===== src/rtl/lvt_pkg.sv =====
package lvt_pkg;

  // One table row: four 32-bit words, word j at index j.
  typedef logic [3:0][31:0] vec_t;

  localparam logic [31:0] INIT_MULT = 32'd1812433253;

  // Configuration register indexes.
  localparam logic [2:0] CFG_MASK0 = 3'd0;
  localparam logic [2:0] CFG_MASK1 = 3'd1;
  localparam logic [2:0] CFG_MASK2 = 3'd2;
  localparam logic [2:0] CFG_MASK3 = 3'd3;
  localparam logic [2:0] CFG_LSH   = 3'd4;
  localparam logic [2:0] CFG_RSH   = 3'd5;
  localparam logic [2:0] CFG_LAG   = 3'd6;

  // Register reset values.
  localparam logic [31:0] RST_MASK0 = 32'hf7f0bfff;
  localparam logic [31:0] RST_MASK1 = 32'hffad7fdd;
  localparam logic [31:0] RST_MASK2 = 32'hefef7f33;
  localparam logic [31:0] RST_MASK3 = 32'h2d7ce57f;
  localparam logic [4:0]  RST_LSH   = 5'd1;
  localparam logic [4:0]  RST_RSH   = 5'd7;
  localparam logic [7:0]  RST_LAG   = 8'd124;

endpackage


===== src/rtl/lvt_seed_mul.sv =====
module lvt_seed_mul (
  input  logic        clk,
  input  logic        en,
  input  logic [31:0] prev_word,
  output logic [31:0] prod
);
  import lvt_pkg::*;

  logic [31:0] folded;
  logic [31:0] prod_nxt;
  logic [31:0] prod_r;

  assign folded   = prev_word ^ (prev_word >> 30);
  // Only the low 32 bits of the product are kept.
  assign prod_nxt = INIT_MULT * folded;

  always_ff @(posedge clk) begin
    if (en) begin
      prod_r <= prod_nxt;
    end
  end

  assign prod = prod_r;

endmodule


===== config.mk =====
export PLATFORM = sky130hd
export DESIGN_NAME = lvt_seed_mul
export DESIGN_NICKNAME = d
export VERILOG_FILES = /design/src/rtl/lvt_pkg.sv /design/src/rtl/lvt_seed_mul.sv
export SDC_FILE = /design/constraint.sdc
export NUM_CORES = 1
export LEC_CHECK = 0
export BUFFER_PORTS_ARGS = -buffer_cell sky130_fd_sc_hd__buf_2
export CORE_MARGIN = 3
export CORE_UTILIZATION = 65
export CTS_BUF_LIST = sky130_fd_sc_hd__clkbuf_8
export CTS_CLUSTER_SIZE = 8
export DETAILED_ROUTE_END_ITERATION = 8
export GPL_ROUTABILITY_DRIVEN = 1
export GPL_TIMING_DRIVEN = 0
export PLACE_DENSITY = 0.82
export SYNTH_ARGS = -nofsm -noshare
export SYNTH_HDL_FRONTEND = slang
export SYNTH_SLANG_ARGS = --single-unit

===== constraint.sdc =====
create_clock -name clk -period 10.9 [get_ports clk]
set_input_delay 0.545 -clock clk [delete_from_list [all_inputs] [get_ports clk]]
set_output_delay 0.545 -clock clk [all_outputs]
set_load 0.005 [all_outputs]

==> metrics <==
mean routed wirelength per cell 16.9 um; DIE HEIGHT 122 um; cell type contributing the most total cell area after synthesis fa_1; synthesized netlist net count 1199; Area Overhead vs Synth 7.51%; Max Clk Rate 124 MHz; Setup Viol. Count Final 0; total number of vias 5636; vias in the first global route 6038; fraction of post-synthesis cell area in the top cell type by area 0.337; synthesized-area fraction occupied by ao, oa, aoi and oai cells 0.0511; wire length of the first global-routing pass 30.0 mm; required time at the endpoint of the critical path 10960 ps; top post-synthesis cells by area fa_1 34%, ha_1 30%, edfxtp_1 11%; Multi-input gate area 0.00678 mm2; highest-count cells in the layout ignoring fill and taps 246 x inv_1, 209 x ha_1, 146 x fa_1; TritonCTS Buffers 5; number of flip-flops in the largest register 32; slew of the pin with the lowest slew margin 1370 ps; DRT Wirelength 17.8 mm; Sum Neg Setup Slack 0 ps; adder-cell share of the synthesized area 0.638; CTS Hold Buffers Added 0; leading cell type in the layout, fill and taps excluded inv_1; number of flip-flops and latches in the synthesized netlist 32; path type of the worst setup path in2reg; number of DRC markers after the initial detailed-route iteration 301; unrepaired setup endpoints after global routing no; final-stage net count 1271; number of warnings printed during yosys synthesis 0; final hold slack 736 ps; DP HPWL 15.2 mm; CTS HTree Levels 2; area enclosed by the die boundary 0.0148 mm2; relative slew slack 0.0812; die width 122 um; Crit. End Element register; total congestion overflow 0; count of standard-cell rows 41; Max-Cap Viols 0; sequential element share of the synthesized area 0.111; clk buf depth 2; CP Launch Type primary input; number of instances in the synthesized netlist 810; number of buffers inserted to repair setup after CTS 0; detailed-routing iteration count for the pre-antenna-repair pass 4; max-slew violations 0; post-detailed-route count of antenna-violating nets 0; Hold Crit Class in2reg; total clock sinks 32; gpl congestion 0.905; fraction of registers with async set or reset after synthesis 0; prevailing post-synth register cell edfxtp_1; TritonCTS clock tree built; number of antenna violations at the first check in global routing 0; fraction of final layout cells with drive strength greater than 1 0.103; sequential cell area 961 um2; placeable core region 0.0128 mm2; Tot GR Track Use 0.266; routed via count divided by cell count 5.34; area share of xor/xnor cells in the synthesized design 0.0535; number of DRC violations after detailed routing 0; Post-Synth Simple-Gate Area 0.0374; status finished clean; maximum fanout along the worst path 11; clock tree root buffer cell clkbuf_8; Unique masters post-synth 51; Final Hold Viols 0; number of buffers inserted by port buffering 65; number of flops mapped to enable cells by yosys 32; synthesized area per cell 10.7 um2; met2 usage 0.442; Most Crowded Layer GR met2; diode count 0; combined area of all synthesized cells 0.00867 mm2; Final period util 0.739; Initial Util 0.676; met3 capacity usage during global routing 0.0364; total of cells resized after clock tree synthesis 0; number of top-level pins 66; clock-pin slew of the registers on the worst-case setup and hold paths 80 ps; GR met1 Demand/Resource 0.368; mux cell area share after synthesis 0.00115; largest net degree at the start of global routing 33; arrival time of data at the critical path endpoint 8120 ps; dominant combinational cell family by area after synthesis adder cells; fill cell instance count of the final layout 912; min Tclk post-route 8050 ps
==> routing by layer <==
layer,part of all wire,vias up
met5,0,-
met4,0.024,0
met3,0.050,32
met2,0.49,150
met1,0.44,2750
li1,-,2704
==> metrics by stage <==
| step | setup WS (ps) | cells | cell area (um2) | utilization |
|---|---|---|---|---|
| 2_1_floorplan | 4160 | 810 | 8670 | - |
| 3_3_place_gp | 2710 | 1047 | 9220 | 0.719 |
| 3_5_place_dp | 2560 | 1047 | 9220 | 0.719 |
| 4_1_cts | 2870 | 1055 | 9330 | 0.727 |
| 5_1_grt | 2560 | 1055 | 9330 | 0.727 |
| 6_report | 2850 | 1055 | 9330 | 0.727 |
==> worst max-delay path, cell delays in order <==
cell and delay [ps]:
buf_2 120, xor2_1 1060, xnor2_1 580, ha_1 350, or2_2 300, ha_1 290, inv_1 50, fa_1 480
inv_1 40, ha_1 200, fa_1 470, fa_1 520, fa_1 490, inv_1 40, fa_1 480, inv_1 40
ha_1 360, and4_4 240, buf_6 140, nand3_4 70, o31ai_2 490, o211ai_2 180, a32oi_2 280, and4_1 240
nor3_2 40
==> final timing paths <==
path / cells past startpoint / slack, ps / startpoint / to
worst min-delay path: 2 / 740 / prev_word[1] / prod[1]
worst max-delay path: 25 / 2850 / prev_word[30] / prod[31]
==> cell families after synthesis <==
family	count (synthesis)
AO/OA/AOI/OAI	67
XOR/XNOR	53
flip-flops	32
multiplexers	1
adder cells (fa/ha/maj)	355
AND/OR/NAND/NOR	55
buffers and inverters	247
==> cells in the mapped netlist, types with 2 or more instances <==
| library cell | instances |
|---|---|
| edfxtp_1 | 32 |
| nor3_1 | 2 |
| nand4_1 | 3 |
| nand2_1 | 10 |
| xor2_1 | 13 |
| nand3_1 | 7 |
| o21ai_0 | 13 |
| nor2_1 | 13 |
| ha_1 | 209 |
| o21ai_1 | 2 |
| o21bai_1 | 4 |
| o211ai_1 | 2 |
| a21oi_1 | 23 |
| a31oi_1 | 2 |
| fa_1 | 146 |
| inv_1 | 246 |
| nor3b_2 | 2 |
| o21a_1 | 3 |
| and2_1 | 2 |
| a21o_1 | 5 |
| nand3b_1 | 2 |
| xnor2_1 | 40 |
==> layout make-up <==
class                           count  area share
Multi-Input combinational cell    531       0.727
Clock inverter                      3     0.00456
Sequential cell                    32       0.103
Inverter                          246      0.0990
Clock buffer                        5     0.00738
Buffer                              1     0.00121
Tap cell                          172      0.0231
Timing Repair Buffer               65      0.0349
Power is left out: the tool's default activity adds up to more than one toggle a clock period on the data nets, which glitch-free logic cannot reach.
