`src/rtl/lvt_pkg.sv`:
```
package lvt_pkg;

  // One table row: four 32-bit words, word j at index j.
  typedef logic [3:0][31:0] vec_t;

  localparam logic [31:0] INIT_MULT = 32'd1812433253;

  // Configuration register indexes.
  localparam logic [2:0] CFG_MASK0 = 3'd0;
  localparam logic [2:0] CFG_MASK1 = 3'd1;
  localparam logic [2:0] CFG_MASK2 = 3'd2;
  localparam logic [2:0] CFG_MASK3 = 3'd3;
  localparam logic [2:0] CFG_LSH   = 3'd4;
  localparam logic [2:0] CFG_RSH   = 3'd5;
  localparam logic [2:0] CFG_LAG   = 3'd6;

  // Register reset values.
  localparam logic [31:0] RST_MASK0 = 32'hf7f0bfff;
  localparam logic [31:0] RST_MASK1 = 32'hffad7fdd;
  localparam logic [31:0] RST_MASK2 = 32'hefef7f33;
  localparam logic [31:0] RST_MASK3 = 32'h2d7ce57f;
  localparam logic [4:0]  RST_LSH   = 5'd1;
  localparam logic [4:0]  RST_RSH   = 5'd7;
  localparam logic [7:0]  RST_LAG   = 8'd124;

endpackage

```
`src/rtl/lvt_mix.sv`:
```
module lvt_mix (
  input  lvt_pkg::vec_t  vec_a,
  input  lvt_pkg::vec_t  vec_b,
  input  lvt_pkg::vec_t  vec_c,
  input  lvt_pkg::vec_t  mask,
  input  logic [4:0]     lsh,
  input  logic [4:0]     rsh,
  output lvt_pkg::vec_t  vec_r
);
  import lvt_pkg::*;

  for (genvar j = 0; j < 4; j++) begin : g_word
    // The rotated operand takes word (j+1) mod 4 of the lagged vector.
    assign vec_r[j] = vec_a[j] ^ vec_b[(j + 1) % 4] ^ (vec_b[j] << lsh)
                    ^ (vec_c[j] & mask[j]) ^ (vec_c[j] >> rsh);
  end

endmodule

```
`config.mk`:
```
export PLATFORM = sky130hd
export DESIGN_NAME = lvt_mix
export DESIGN_NICKNAME = d
export VERILOG_FILES = /design/src/rtl/lvt_pkg.sv /design/src/rtl/lvt_mix.sv
export SDC_FILE = /design/constraint.sdc
export NUM_CORES = 1
export LEC_CHECK = 0
export BUFFER_PORTS_ARGS = -buffer_cell sky130_fd_sc_hd__buf_4
export CORE_AREA = 2 2 254 256
export DETAILED_ROUTE_END_ITERATION = 7
export DIE_AREA = 0 0 256 258
export PLACE_DENSITY_LB_ADDON = 0.1
export SYNTH_ARGS = -nofsm -noshare
export SYNTH_HDL_FRONTEND = slang
export SYNTH_SLANG_ARGS = --single-unit
```
`constraint.sdc`:
```
create_clock -name vclk -period 6.1
set_clock_uncertainty 0.15 [all_clocks]
set_input_delay 1.83 -clock vclk [all_inputs]
set_output_delay 1.83 -clock vclk [all_outputs]
set_load 0.05 [all_outputs]
```
==> summary.md <==
| Metric | Value |
|---|---|
| Syn Std Cell Area | `0.01883 mm²` |
| Top post-synthesis cells by area | `mux4_2, xnor2_1, mux2i_1, nand2_1, mux2_2` |
| Area delta synth->final | `48.72%` |
| Minimum clock period | `6190 ps` |
| Cts hold-fix bufs | `0` |
| Xor-xnor portion of the synthesized cell area | `23.68%` |
| Vias in the first global route | `23,120` |
| Synth Area in Simple Gates | `14.02%` |
| FFs & Latches | `0` |
| CP Capture Type | `primary output` |
| Synth cell count leaders | `xnor2_1, nand2_1, mux2i_1` |
| Clk_buf instances | `0` |
| Max stage delay on crit path | `490 ps` |
| Area share of fa/ha/maj cells after synthesis | `0%` |
| Final Wtd Congestion | `1.049` |
| Initial DRC count | `3,338` |
| CP dominant cell by count | `buf_4` |
| Pre-CTS setup slack | `-231.1 ps` |
| Post-synth net total | `2,836` |
| Die area | `0.06605 mm²` |
| Crit path max-delay cell type | `nor3b_1` |
| Worst vdd ir | `0.1528 mV` |
| Pwr/cell area | `179.7 mW/mm²` |
| Yosys cell types | `53` |
| Crit path launch type | `input pin` |
| Synthesized area per cell | `8.136 µm²` |
| Pre-antenna DRT Iters | `6` |
| Hold WC Path Type | `input pin to primary output` |
| Port Buf Inserts | `650` |
| WL per Instance | `34.49 µm` |
| Most common cell in the netlist | `xnor2_1` |
| CP top delay family | `buffers and inverters` |
| DRT antenna net count | `0` |
| Number of max-cap violations | `0` |
| Compound-cell area share of the yosys netlist | `14.49%` |
| Worst Max-Slew Pin Slew | `829.4 ps` |
| Lkg Pwr | `11.98 nW` |
| DRC viols | `0` |
| Critical path, cell by cell | `buf_12, buf_12, nor3b_1, buf_4, mux2i_1, mux2_2, nor2_1, nor2_1, buf_4, xnor2_2, buf_4` |
| Final Setup Violations | `3` |
| Crit path DAT | `4210 ps` |
| Top cell type by total area after synthesis | `mux4_2` |
| Largest net degree at the start of global routing | `53` |
| Starting density of the core | `29.58%` |
| Grt ovf | `0` |
| Fin crit share | `101.5%` |
| Final nets | `3,706` |
| Crit-path max FO | `15` |
| # IOs | `650` |
| Seq. cell area | `0 µm²` |
| CP Buf/Inv Count | `5` |
| Largest family of logic cells by synthesized area | `multiplexers` |
| Max Clk Rate | `0.1616 GHz` |
| DP HPWL | `120.3 mm` |
| Die Ht | `258 µm` |
| First-pass GRT wire length | `188.9 mm` |
| Final setup TNS | `-95.05 ps` |
| Worst setup path category | `input pin to primary output` |
| Crit path setup slack, layout | `-89.93 ps` |
| Initial antenna violation count | `7` |
| Yosys warnings | `0` |
| Sequential area share after synthesis | `0%` |
| Post-Route WL | `139.4 mm` |
| CP required | `4120 ps` |
| Drt via density | `6.040` |
| Failing checks | `negative setup slack` |
| Outcome | `finished with violations` |
| Share of the synthesized area in the top cell type | `24.41%` |
| Pins Over Slew Limit | `0` |
| Global-route usage over all layers | `40.25%` |
| Final hold vios | `0` |
| Row cnt | `93` |
| Core area | `0.06365 mm²` |
| Instance count of the mapped netlist | `2,314` |
| Post-synthesis mux area share | `42.24%` |
| Slew HR | `44.50%` |
| Die width | `256 µm` |
| Layout cells sized above 1 | `45.07%` |
| Vias after detailed routing | `24,410` |
[power breakdown]
group	total (W)	internal, W	leakage [nW]	switching (W)
sequential	0	0	0	0
combinational	0.00503	0.00192	12.0	0.00311
clock	0.0000000000583	0.0000000000582	0.0000254	0
[path summary, 6_finish.rpt]
kind / cells past startpoint / startpoint / slack (ps) / to
hold / removal: 5 / vec_a[31] / 4090 / vec_r[31]
setup / recovery: 11 / lsh[0] / -90 / vec_r[124]
[timing repair]
action,4_1_cts,5_1_grt
resized for setup,42,59
setup buffers,2,8
setup endpoints to repair,39,70
endpoints found under the hold margin,0,0
pin swaps,4,9
[through the flow]
step | instance area [µm²] | cells | total power [W] | utilization (%) | hold slack (ps)
after detailed placement | 27420 | 4027 | 0.004837 | 43.09 | 4092
after global placement | 27420 | 4027 | 0.004850 | 43.09 | 4093
after global routing | 27990 | 4039 | 0.005145 | 43.98 | 4110
final | 28000 | 4041 | 0.005030 | 43.99 | 4085
after CTS | 27650 | 4029 | 0.004886 | 43.44 | 4092
after floorplan | 19100 | 2314 | 0.002778 | - | 3913
[layer usage]
| metal | vias up | global-route usage, % | routed length (µm) |
|---|---|---|---|
| met5 | - | 0 | 0 |
| met4 | 0 | 8.723 | 4104 |
| met3 | 191 | 10.08 | 17120 |
| met2 | 1849 | 59.78 | 58640 |
| met1 | 12150 | 58.39 | 59520 |
| li1 | 10220 | - | - |
[worst min-delay path: stages]
cell and delay [ps]:
buf_4 80, xor2_1 60, xnor2_1 180, xnor2_1 60, buf_4 180
[cell usage in the layout (no fill, tap or decap), drive strengths merged, types with 2 or more instances in the layout]
cell type,Yosys,layout
a211oi,29,29
a21o,8,8
a21oi,118,118
a221oi,17,17
a22oi,10,10
a2bb2oi,9,9
a31oi,19,19
a32oi,2,2
and2,26,26
and3,14,14
buf,118,1060
diode,0,4
inv,9,9
mux2,60,60
mux2i,268,268
mux4,204,204
nand2,380,380
nand2b,11,11
nand3,15,15
nand3b,3,3
nor2,144,144
nor2b,8,8
nor3,15,15
nor3b,5,5
nor4,3,3
o211ai,11,11
o21a,5,5
o21ai,117,117
o221ai,12,12
o22a,5,5
o22ai,51,51
o2bb2ai,10,10
o32ai,8,8
or2,5,5
or3,4,4
xnor2,436,436
xor2,73,73
[cells by family after synthesis]
kind of cell,Yosys count
and+or+nand+nor,634
xor gates and xnor gates,509
buffers and inverters,202
muxes,532
AOI/OAI and AO/OA,437
[final cells by class]
| class | instances | area (µm²) |
|---|---|---|
| antenna | 4 | 10.01 |
| timing repair buffer | 1060 | 8459 |
| multi-input combinational | 2112 | 18420 |
| inverter | 10 | 38.79 |
| fill | 6608 | 35650 |
| tap | 855 | 1070 |
Power figures use the tool's default switching activity.
